File: src/hdl/prs_pkg.sv
// Package for the card-punch row stepper sequencer.
// Holds the command, mode and register codes, the coil patterns and the shared structs.
// No dependencies.
package prs_pkg;

  localparam int COLUMNS_DEF = 8;

  localparam logic [7:0] PUNCH_DWELL_RST  = 8'd20;
  localparam logic [7:0] MOVE_DWELL_RST   = 8'd28;
  localparam logic [7:0] PUNCH_CYCLES_RST = 8'd50;
  localparam logic [7:0] MOVE_CYCLES_RST  = 8'd56;
  localparam logic [3:0] RETURN_ROWS_RST  = 4'd5;

  typedef enum logic [1:0] {
    OP_START  = 2'd0,
    OP_TICK   = 2'd1,
    OP_RETURN = 2'd2
  } op_t;

  typedef enum logic [2:0] {
    MODE_IDLE  = 3'd0,
    MODE_PUNCH = 3'd1,
    MODE_YFWD  = 3'd2,
    MODE_YBACK = 3'd3,
    MODE_XFWD  = 3'd4,
    MODE_XBACK = 3'd5
  } mode_t;

  typedef enum logic [2:0] {
    REG_PUNCH_DWELL  = 3'd0,
    REG_MOVE_DWELL   = 3'd1,
    REG_PUNCH_CYCLES = 3'd2,
    REG_MOVE_CYCLES  = 3'd3,
    REG_RETURN_ROWS  = 3'd4
  } reg_idx_t;

  typedef struct packed {
    logic [7:0] punch_dwell;
    logic [7:0] move_dwell;
    logic [7:0] punch_cycles;
    logic [7:0] move_cycles;
    logic [3:0] return_rows;
  } cfg_t;

  typedef struct packed {
    logic [7:0]  row_bits;
    mode_t       mode;
    logic [1:0]  phase;
    logic [11:0] cycle_count;
    logic [7:0]  dwell_count;
    logic [3:0]  punch_hold;
    logic [3:0]  y_hold;
    logic [3:0]  x_hold;
  } seq_state_t;

  // packed so that punch_coils lands in the lowest bits
  typedef struct packed {
    logic       done;
    logic       busy;
    logic [3:0] x_coils;
    logic [3:0] y_coils;
    logic [3:0] punch_coils;
  } res_t;

  function automatic logic [3:0] pat_fwd(input logic [1:0] p);
    logic [3:0] v;
    case (p)
      2'd0:    v = 4'h1;
      2'd1:    v = 4'h4;
      2'd2:    v = 4'h2;
      default: v = 4'h8;
    endcase
    return v;
  endfunction

  function automatic logic [3:0] pat_rev(input logic [1:0] p);
    logic [3:0] v;
    case (p)
      2'd0:    v = 4'h8;
      2'd1:    v = 4'h2;
      2'd2:    v = 4'h4;
      default: v = 4'h1;
    endcase
    return v;
  endfunction

endpackage

File: src/hdl/prs_step.sv
// Next-state and result logic for one beat of the row stepper sequencer.
// Depends on prs_pkg.
module prs_step #(
  parameter int COLUMNS = prs_pkg::COLUMNS_DEF
) (
  input  prs_pkg::cfg_t                 cfg,
  input  prs_pkg::seq_state_t           st,
  input  logic [$clog2(COLUMNS)-1:0]    column,
  input  prs_pkg::op_t                  op,
  input  logic [3:0]                    first_value,
  input  logic [2:0]                    second_value,
  output prs_pkg::seq_state_t           st_nxt,
  output logic [$clog2(COLUMNS)-1:0]    column_nxt,
  output logic                          has_res,
  output prs_pkg::res_t                 res
);

  localparam int CW = $clog2(COLUMNS);
  localparam logic [CW-1:0] LAST_COL = CW'(COLUMNS - 1);

  function automatic logic col_bit(input logic [CW-1:0] c, input logic [7:0] rb);
    logic [3:0] c4;
    c4 = 4'(c);
    return !c4[3] && rb[c4[2:0]];
  endfunction

  logic [7:0]    dwell_lim;
  logic [11:0]   total;
  logic          dwell_hit;
  logic [1:0]    phase_inc;
  logic [11:0]   cyc_inc;
  logic          seg_end;
  logic          last;
  logic [CW-1:0] col_inc;

  always_comb begin
    unique case (st.mode)
      prs_pkg::MODE_PUNCH: begin
        dwell_lim = cfg.punch_dwell;
        total     = {4'd0, cfg.punch_cycles};
      end
      prs_pkg::MODE_YBACK: begin
        dwell_lim = cfg.move_dwell;
        total     = 12'(COLUMNS) * {4'd0, cfg.move_cycles};
      end
      prs_pkg::MODE_XBACK: begin
        dwell_lim = cfg.move_dwell;
        total     = {8'd0, cfg.return_rows} * {4'd0, cfg.move_cycles};
      end
      default: begin
        dwell_lim = cfg.move_dwell;
        total     = {4'd0, cfg.move_cycles};
      end
    endcase
  end

  assign dwell_hit = ({1'b0, st.dwell_count} + 9'd1) >= {1'b0, dwell_lim};
  assign phase_inc = st.phase + 2'd1;
  assign cyc_inc   = st.cycle_count + 12'd1;
  assign seg_end   = cyc_inc >= total;
  assign last      = column == LAST_COL;
  assign col_inc   = column + 1'b1;

  always_comb begin
    st_nxt     = st;
    column_nxt = column;
    has_res    = 1'b0;
    res.done   = 1'b0;
    res.busy   = 1'b0;
    case (op)
      prs_pkg::OP_START: begin
        if (st.mode == prs_pkg::MODE_IDLE) begin
          st_nxt.row_bits    = {second_value, first_value, 1'b1};
          column_nxt         = '0;
          // column 0 always carries a set bit and is never the last column
          st_nxt.mode        = prs_pkg::MODE_PUNCH;
          st_nxt.phase       = 2'd0;
          st_nxt.cycle_count = '0;
          st_nxt.dwell_count = '0;
        end
      end
      prs_pkg::OP_RETURN: begin
        if (st.mode == prs_pkg::MODE_IDLE) begin
          st_nxt.mode        = prs_pkg::MODE_XBACK;
          st_nxt.phase       = 2'd0;
          st_nxt.cycle_count = '0;
          st_nxt.dwell_count = '0;
        end
      end
      prs_pkg::OP_TICK: begin
        has_res = 1'b1;
        if (st.mode != prs_pkg::MODE_IDLE) begin
          res.busy = 1'b1;
          unique case (st.mode)
            prs_pkg::MODE_PUNCH: st_nxt.punch_hold = prs_pkg::pat_fwd(st.phase);
            prs_pkg::MODE_YFWD:  st_nxt.y_hold     = prs_pkg::pat_fwd(st.phase);
            prs_pkg::MODE_YBACK: st_nxt.y_hold     = prs_pkg::pat_rev(st.phase);
            prs_pkg::MODE_XFWD:  st_nxt.x_hold     = prs_pkg::pat_rev(st.phase);
            default:             st_nxt.x_hold     = prs_pkg::pat_fwd(st.phase);
          endcase
          if (dwell_hit) begin
            st_nxt.dwell_count = '0;
            st_nxt.phase       = phase_inc;
            if (phase_inc == 2'd0) begin
              st_nxt.cycle_count = cyc_inc;
              if (seg_end) begin
                st_nxt.cycle_count = '0;
                unique case (st.mode)
                  prs_pkg::MODE_PUNCH: begin
                    st_nxt.mode = last ? prs_pkg::MODE_YBACK : prs_pkg::MODE_YFWD;
                  end
                  prs_pkg::MODE_YFWD: begin
                    if (!last) begin
                      column_nxt  = col_inc;
                      st_nxt.mode = (col_inc != LAST_COL && col_bit(col_inc, st.row_bits)) ?
                                    prs_pkg::MODE_PUNCH : prs_pkg::MODE_YFWD;
                    end else begin
                      st_nxt.mode = col_bit(column, st.row_bits) ?
                                    prs_pkg::MODE_PUNCH : prs_pkg::MODE_YBACK;
                    end
                  end
                  prs_pkg::MODE_YBACK: st_nxt.mode = prs_pkg::MODE_XFWD;
                  default: begin
                    st_nxt.mode = prs_pkg::MODE_IDLE;
                    res.done    = 1'b1;
                  end
                endcase
              end
            end
          end else begin
            st_nxt.dwell_count = st.dwell_count + 8'd1;
          end
        end
      end
      default: ;
    endcase
    res.punch_coils = st_nxt.punch_hold;
    res.y_coils     = st_nxt.y_hold;
    res.x_coils     = st_nxt.x_hold;
  end

endmodule

File: src/hdl/punch_row_stepper_sequencer_core.sv
// Top level of the card-punch row stepper sequencer.
// Depends on prs_pkg and prs_step.
//
// Usage:
//   Slave channel (in_*): one beat per command or time tick. in_tuser carries the op
//   (start row, tick, start X return); in_tdata carries the row values.
//   Master channel (out_*): one beat per tick with the held punch, Y and X coil
//   patterns plus busy and done flags. Start and return commands give no beat.
//   Config port: cfg_wr_en, cfg_index, cfg_wdata; write only while no beat is in flight.
// Timing:
//   A beat is taken into an input register, then processed from there by
//   one pass of next-state logic that updates the sequence state and loads the
//   output register. out_tvalid rises once a tick has passed through the input
//   register and its result is loaded into the output register.
//   Throughput is one beat per cycle while the output is not stalled.
// Reset:
//   rst_n low clears the sequence to idle, zeroes all held patterns and loads
//   the register defaults (dwell 20/28, cycles 50/56, return rows 5).
// Backpressure:
//   A pending result holds in the output register while out_tready is low; start
//   and return commands keep flowing, and the first tick that reaches the input
//   register holds there and drops in_tready.
module punch_row_stepper_sequencer_core #(
  parameter int COLUMNS = prs_pkg::COLUMNS_DEF
) (
  input  logic       clk,
  input  logic       rst_n,
  input  logic       in_tvalid,
  output logic       in_tready,
  input  logic [7:0] in_tdata,   // [3:0] first_value, [6:4] second_value, [7] zero
  input  logic [1:0] in_tuser,   // [1:0] op
  output logic       out_tvalid,
  input  logic       out_tready,
  // [3:0] punch_coils, [7:4] y_coils, [11:8] x_coils, [12] busy_res, [13] done_res
  output logic [15:0] out_tdata,
  input  logic       cfg_wr_en,
  input  logic [2:0] cfg_index,
  input  logic [7:0] cfg_wdata
);

  localparam int CW = $clog2(COLUMNS);

  prs_pkg::cfg_t       cfg_r;
  prs_pkg::seq_state_t st_r;
  prs_pkg::seq_state_t st_nxt;
  logic [CW-1:0]       column_r;
  logic [CW-1:0]       column_nxt;

  logic                s1_v_r;
  prs_pkg::op_t        s1_op_r;
  logic [3:0]          s1_first_r;
  logic [2:0]          s1_second_r;

  logic                out_v_r;
  prs_pkg::res_t       out_res_r;
  prs_pkg::res_t       res_nxt;
  logic                has_res;

  logic                in_acc;
  logic                proc;

  prs_step #(
    .COLUMNS(COLUMNS)
  ) u_step (
    .cfg          (cfg_r),
    .st           (st_r),
    .column       (column_r),
    .op           (s1_op_r),
    .first_value  (s1_first_r),
    .second_value (s1_second_r),
    .st_nxt       (st_nxt),
    .column_nxt   (column_nxt),
    .has_res      (has_res),
    .res          (res_nxt)
  );

  assign proc      = s1_v_r && (!has_res || !out_v_r || out_tready);
  assign in_tready = !s1_v_r || proc;
  assign in_acc    = in_tvalid && in_tready;

  assign out_tvalid = out_v_r;
  assign out_tdata  = {2'b00, out_res_r};

  always_ff @(posedge clk) begin
    if (!rst_n) begin
      cfg_r.punch_dwell  <= prs_pkg::PUNCH_DWELL_RST;
      cfg_r.move_dwell   <= prs_pkg::MOVE_DWELL_RST;
      cfg_r.punch_cycles <= prs_pkg::PUNCH_CYCLES_RST;
      cfg_r.move_cycles  <= prs_pkg::MOVE_CYCLES_RST;
      cfg_r.return_rows  <= prs_pkg::RETURN_ROWS_RST;
    end else if (cfg_wr_en) begin
      unique case (cfg_index)
        prs_pkg::REG_PUNCH_DWELL:  cfg_r.punch_dwell  <= cfg_wdata;
        prs_pkg::REG_MOVE_DWELL:   cfg_r.move_dwell   <= cfg_wdata;
        prs_pkg::REG_PUNCH_CYCLES: cfg_r.punch_cycles <= cfg_wdata;
        prs_pkg::REG_MOVE_CYCLES:  cfg_r.move_cycles  <= cfg_wdata;
        prs_pkg::REG_RETURN_ROWS:  cfg_r.return_rows  <= cfg_wdata[3:0];
        default: ;
      endcase
    end
  end

  always_ff @(posedge clk) begin
    if (!rst_n) begin
      s1_v_r   <= 1'b0;
      out_v_r  <= 1'b0;
      st_r     <= '0;
      column_r <= '0;
    end else begin
      if (in_acc) begin
        s1_v_r <= 1'b1;
      end else if (proc) begin
        s1_v_r <= 1'b0;
      end
      if (proc) begin
        st_r     <= st_nxt;
        column_r <= column_nxt;
      end
      if (proc && has_res) begin
        out_v_r <= 1'b1;
      end else if (out_tready) begin
        out_v_r <= 1'b0;
      end
    end
  end

  always_ff @(posedge clk) begin
    if (in_acc) begin
      s1_op_r     <= prs_pkg::op_t'(in_tuser);
      s1_first_r  <= in_tdata[3:0];
      s1_second_r <= in_tdata[6:4];
    end
    if (proc && has_res) begin
      out_res_r <= res_nxt;
    end
  end

  a_done_implies_busy: assert property (@(posedge clk) disable iff (!rst_n)
    out_v_r |-> (!out_res_r.done || out_res_r.busy))
    else $error("done flag without busy flag");

  a_done_goes_idle: assert property (@(posedge clk) disable iff (!rst_n)
    (proc && has_res && res_nxt.done) |=> (st_r.mode == prs_pkg::MODE_IDLE))
    else $error("sequence not idle after final tick");

  a_hold_onehot: assert property (@(posedge clk) disable iff (!rst_n)
    $onehot0(st_r.punch_hold) && $onehot0(st_r.y_hold) && $onehot0(st_r.x_hold))
    else $error("coil hold pattern not one-hot");

  a_idle_counts_clear: assert property (@(posedge clk) disable iff (!rst_n)
    (st_r.mode == prs_pkg::MODE_IDLE) |-> (st_r.cycle_count == '0 && st_r.dwell_count == '0))
    else $error("counters not clear while idle");

endmodule
File: config.mk
export PLATFORM = sky130hd
export DESIGN_NAME = punch_row_stepper_sequencer_core
export DESIGN_NICKNAME = d
export VERILOG_FILES = /design/src/hdl/prs_pkg.sv /design/src/hdl/prs_step.sv /design/src/hdl/punch_row_stepper_sequencer_core.sv
export SDC_FILE = /design/constraint.sdc
export NUM_CORES = 1
export LEC_CHECK = 0
export BUFFER_PORTS_ARGS = -buffer_cell sky130_fd_sc_hd__buf_2
export CAP_MARGIN = 20
export CORE_MARGIN = 4
export CORE_UTILIZATION = 55
export DETAILED_ROUTE_END_ITERATION = 12
export GPL_ROUTABILITY_DRIVEN = 0
export GPL_TIMING_DRIVEN = 0
export PLACE_DENSITY = 0.76
export SLEW_MARGIN = 20
export SYNTH_ARGS = -nofsm -noshare
export SYNTH_HDL_FRONTEND = slang
export SYNTH_SLANG_ARGS = --single-unit
File: constraint.sdc
create_clock -name clk -period 4.65 [get_ports clk]
set_input_delay 0.93 -clock clk [delete_from_list [all_inputs] [get_ports clk]]
set_output_delay 0.93 -clock clk [all_outputs]
set_load 0.01 [all_outputs]
Word level (Yosys, flattened, before mapping). Index checks and enable logic that the tools add are counted. W data, S select, Z words.

Flip-flop bits (word level): 109. Input port bits: 26. Output and inout port bits: 18. Logic and storage cells: 132.

Add/sub/neg operators: 5. Multiply operators: 1. Magnitude comparators: 4. Equality and inequality tests: 23. Muxes and demuxes: 42. Reductions and logical operators: 33.

Operators by type and width (count): $pmux W25 S3 (1); $mux W25 (2); $mux W37 (1); $mux W12 (3); $pmux W12 S3 (1); $mux W3 (10); $pmux W4 S3 (2); $mux W17 (1); $mux W8 (2); $pmux W4 S2 (2); $add A12 B1 Y12 const B (1); $eq A3 B2 Y1 const B (4); $eq A3 B3 Y1 const B (4); $ge A12 B12 Y1 (1); $mul A4 B8 Y12 (1); $ne A2 B1 Y1 const B (6); $mux W1 (10); $reduce_and A2 Y1 (5); $reduce_and A5 Y1 (2); $add A8 B1 Y9 const B (1); $ge A9 B8 Y1 (1); $pmux W3 S3 (1); $reduce_and A9 Y1 (1); $add A8 B1 Y8 const B (1); other kinds (24) (44).

Depth between registers and ports, before layout.
Depth in word-level cells: 12. Depth in mapped cells: 19. Gate-level depth less buffers: 19.

Cells and area by module. Synthesis repeated with hierarchy kept, for this count alone.

Cell total of the unflattened synthesis: 874. Area, all modules: 7623.6 um2.

Modules (own cells, without submodules): punch_row_stepper_sequencer_core (instances 1, cells an instance 384, area each 4060.1 um2, seq. area each 2412.3 um2); prs_step (instances 1, cells an instance 490, area each 3563.4 um2, seq. area each 0.0 um2).

Worst setup path after synthesis. Ideal clock, no wire load.

Path kind: reg-to-reg. From: register cfg_r[3] (netlist bit). To: register st_r[34] (netlist bit). Setup time: 0.072 ns. Arrival: 4.899 ns. Required time: 4.578 ns. Slack: -0.321 ns. Stages on the path, launching flop included: 19. Buffers on the path: 0. Clock period less this slack: 4.971 ns. Path through: dfxtp_1 > nand2_1 > fa_1 > inv_1 > fa_1 > fa_1 > a21o_1 > a21oi_1 > o21ai_0 > o41ai_1 > mux2i_1 > a31oi_1 > ha_1 > nand4_1 > or3_1 > o32a_1 > a221oi_1 > o21a_2 > mux2i_1.

Cells in the longest elaborated chain, start to end: 5.

Ends and longest elaborated chain: start, declared (RTL line punch_row_stepper_sequencer_core.sv:43) `prs_pkg::cfg_t cfg_r;`; $mul A4 B8 Y12 (RTL line prs_step.sv:48) `total = {8'd0, cfg.return_rows} * {4'd0, cfg.move_cycles};`; $pmux W12 S3 (RTL line prs_step.sv:37) `unique case (st.mode)`; $ge A12 B12 Y1 (RTL line prs_step.sv:60) `assign seg_end = cyc_inc >= total;`; $ne A2 B1 Y1 (no source line); $reduce_and A8 Y1 (no source line); end signal, assigned (RTL line punch_row_stepper_sequencer_core.sv:116) `st_r <= st_nxt;`; end, declared (RTL line punch_row_stepper_sequencer_core.sv:44) `prs_pkg::seq_state_t st_r;`.

No other way between the ends. A chain may end at the register's enable or synchronous reset.

Final worst setup path.
From: register cfg_r[8] (netlist bit). To: register st_r[35] (netlist bit).

Cells in the longest elaborated chain, start to end: 5.

Ends and longest elaborated chain (RTL line): $mul A4 B8 Y12 (prs_step.sv:48); $pmux W12 S3 * (prs_step.sv:37); $ge A12 B12 Y1 * (prs_step.sv:60); $ne A2 B1 Y1 (no source line) *; $reduce_and A8 Y1 (no source line) *.

Mark *: on every way between the ends. The rest lies on a longest branch, timed or not.

==> flow_metrics.env <==
export IMPL_synth_mux_area_fraction_pct=7.714
export IMPL_hpwlAfterDp_um=12490
export IMPL_violations="setup timing"
export IMPL_finalSetupViolCount=19
export IMPL_p_seq_share_pct=47.7
export IMPL_clkPwrFrac_pct=40.6
export IMPL_grt_pass1_vias=5711
export IMPL_critPathLaunch="cfg_r[8]"
export IMPL_slew_violations=0
export IMPL_io_buffers=40
export IMPL_leakage_nw=3.172
export IMPL_critPathKind="flop to flop"
export IMPL_synth_area_leader_cell="dfxtp_1"
export IMPL_finalClockSkew_ps=9.093
export IMPL_cts_sinks=109
export IMPL_synthTopCellsByCount="148 x nand2_1, 86 x dfxtp_1, 64 x a21oi_1"
export IMPL_synth_area_leaders="dfxtp_1 26%, edfxtp_1 10%, ha_1 9.2%"
export IMPL_rsz0062_at_grt="true"
export IMPL_drive_above_1_share_pct=17.60
export IMPL_p_sw_uw=526.0
export IMPL_cts_hold_buf=0
export IMPL_synth_top_area_share_pct=25.83
export IMPL_drt_initial_drc_count=416
export IMPL_ys_flop_type="dfxtp_1"
export IMPL_dieArea_um2=13950
export IMPL_p_int_mw=1.553
export IMPL_viasPerCell=6.005
export IMPL_fin_nets=923
export IMPL_rows=39
export IMPL_whs_ps=455.1
export IMPL_maxCapViolCount=0
export IMPL_synthSimpleGateAreaFrac_pct=22.03
export IMPL_worstPathRequired_ps=4940
export IMPL_die_height_um=118.1
export IMPL_synthXorXnorAreaFrac_pct=3.022
export IMPL_worstSetupEndpointType="flop"
export IMPL_power_density_nw_per_um2=268.2
export IMPL_drtAntennaViolNets=0
export IMPL_die_width_um=118.1
export IMPL_grt_max_degree=19
export IMPL_synth_compound_area_share_pct=14.34
export IMPL_cp_max_fo=7
export IMPL_grt_total_usage_pct=24.48
export IMPL_wl_per_cell_um=17.57
export IMPL_worstSetupStartpointType="flop"
export IMPL_cts_buffers=9
export IMPL_worst_slack_ps=-505.9
export IMPL_routed_wl_um=17290
export IMPL_r2r_slack_ps=-510
export IMPL_synth_cell_types=69
export IMPL_swShare_pct=25.31
export IMPL_outcome="finished, violations left"
export IMPL_final_setup_tns_ps=-7250
export IMPL_clkTransAtPathRegs_ps=70
export IMPL_first_pass_iters=5
export IMPL_drc=0
export IMPL_post_route_period_util_pct=110.9
export IMPL_fmax_mhz=194.0
export IMPL_htree_num_levels=3
export IMPL_area_growth_syn_to_layout_pct=16.25
export IMPL_antenna_found_initial=0
export IMPL_clk_latency_ps=360
export IMPL_irDropWorstVdd_uv=263.9
export IMPL_fin_util_pct=66.45
export IMPL_clk_root_buffer_cell="clkbuf_16"
export IMPL_rr_worst_depth=19
export IMPL_synth_fa_ha_area_share_pct=12.80
export IMPL_combinationalPowerShare_pct=11.7
export IMPL_worst_slew_pin_slew_ps=1022
export IMPL_start_util_pct=57.16
export IMPL_core_um2=11660
export IMPL_r2r_start="cfg_r[8]"
export IMPL_total_power_mw=2.079
export IMPL_pre_cts_ws_ps=-538.8
export IMPL_overflow=0
export IMPL_avgSynthCellArea_um2=8.714
export IMPL_async_flop_share_pct=0
export IMPL_syn_instance_count=765
export IMPL_clk_path_buf_depth=2
export IMPL_synth_edf_count=23
export IMPL_relSlewSlack_pct=31.65
export IMPL_cts_tree="yes"
export IMPL_synth_top_family_by_area="simple AND/OR/NAND/NOR gates"
export IMPL_hold_path_class="flop to flop"
export IMPL_yosysMostFrequentCell="nand2_1"
export IMPL_grt_pass1_wl_um=27990
export IMPL_yosysWarnings=0
export IMPL_hold_violations=0
export IMPL_crit_end="st_r[35]"
export IMPL_syn_area_um2=6666
export IMPL_nFillCells=908
export IMPL_arrival_ps=5440
export IMPL_io_pin_count=44
export IMPL_ys_ff_latch=109
export IMPL_period_needed_ps=5156
export IMPL_vias=5909
export IMPL_reg2reg_to="st_r[35]"
export IMPL_seq_area_frac_synth_pct=36.19
export IMPL_antenna_cells=0
power by group through the flow:
| stage | Sequential, mW | Clock, mW | Combinational, mW |
|---|---|---|---|
| 6_report | 0.992 | 0.844 | 0.243 |
| 4_1_cts | 0.992 | 0.846 | 0.216 |
| 3_3_place_gp | 1.02 | 0 | 0.196 |
| 3_5_place_dp | 1.02 | 0 | 0.204 |
| 2_1_floorplan | 1.01 | 0 | 0.141 |
| 5_1_grt | 0.994 | 0.880 | 0.264 |
worst max-delay path: stages, from the launching register on:
cell and delay (ps):
dfxtp_2 370, and2_1 190, fa_1 530, inv_2 50, fa_1 560, inv_2 50, ha_4 280, nand3_1 90
o211ai_1 350, o41ai_4 110, o21ai_1 150, xor2_1 230, nand3_1 110, ha_1 360, nand4_1 130, or3_1 340
o32a_1 420, a221oi_2 320, o21a_2 230, mux2i_1 200
kinds of logic (layout without fill, tap and decap cells):
family,count (synthesis),in the layout
simple gates,314,314
compound gates,145,145
flops,109,109
buf+inv,65,140
fa+ha+maj,61,61
mux,47,47
xor+xnor,23,23
other cells,1,2
flip-flops by register name (all words and copies together), names as in the netlist:
name         count
st_r            45
s1_first_r       4
out_tvalid       1
cfg_r           36
column_r         3
s1_op_r          2
s1_v_r           1
out_tdata       14
s1_second_r      3
layout by cell type, fill, tap and decap left out, types with 10 or more instances in the layout:
master,n
nand2_1,146
dfxtp_1,77
a21oi_1,61
nor2_1,45
ha_1,43
buf_2,41
mux2i_1,39
nand3_1,34
inv_1,26
clkbuf_1,25
edfxtp_1,23
and2_1,22
buf_4,20
xnor2_1,13
o21ai_0,11
xor2_1,10
fa_1,10
metrics by stage:
step | cell area [um2] | instances
finish | 7750 | 984
global route | 7750 | 984
CTS | 7625 | 975
detailed placement | 7094 | 949
global placement | 7094 | 949
floorplan | 6715 | 766
repair_timing:
action                     in CTS  in global routing
gates resized for setup        32                 15
setup endpoints to repair      19                 19
setup buffers                  10                  9
pin swaps                      21                 12
metal layers:
layer  vias to the layer above  global-route usage, %  part of all wire (%)
li1                       2835                      -                     -
met1                      2832                  30.46                    42
met2                       200                  42.05                    49
met3                        42                  3.940                   6.3
met4                         0                  10.11                   2.7
met5                         -                      0                     0
layout make-up:
class | count | area [um2] | share of cell area [%]
well taps | 143 | 178.9 | 2.309
flip-flops and latches | 109 | 2441 | 31.50
clock buffers | 9 | 225.2 | 2.906
multi-input cells | 592 | 4193 | 54.10
repair buffers | 59 | 359.1 | 4.634
plain buffers | 32 | 132.6 | 1.711
inverters | 33 | 123.9 | 1.598
clock inverters | 7 | 96.34 | 1.243
worst min-delay path by stage:
stage	start	to	depth (start not counted)
3_5_place_dp	st_r[10]	st_r[10]	2
3_3_place_gp	st_r[11]	st_r[11]	2
4_1_cts	cfg_r[27]	cfg_r[27]	2
6_report	cfg_r[20]	cfg_r[20]	2
2_1_floorplan	cfg_r[28]	cfg_r[28]	2
5_1_grt	cfg_r[20]	cfg_r[20]	2
Power figures use the tool's default switching activity.
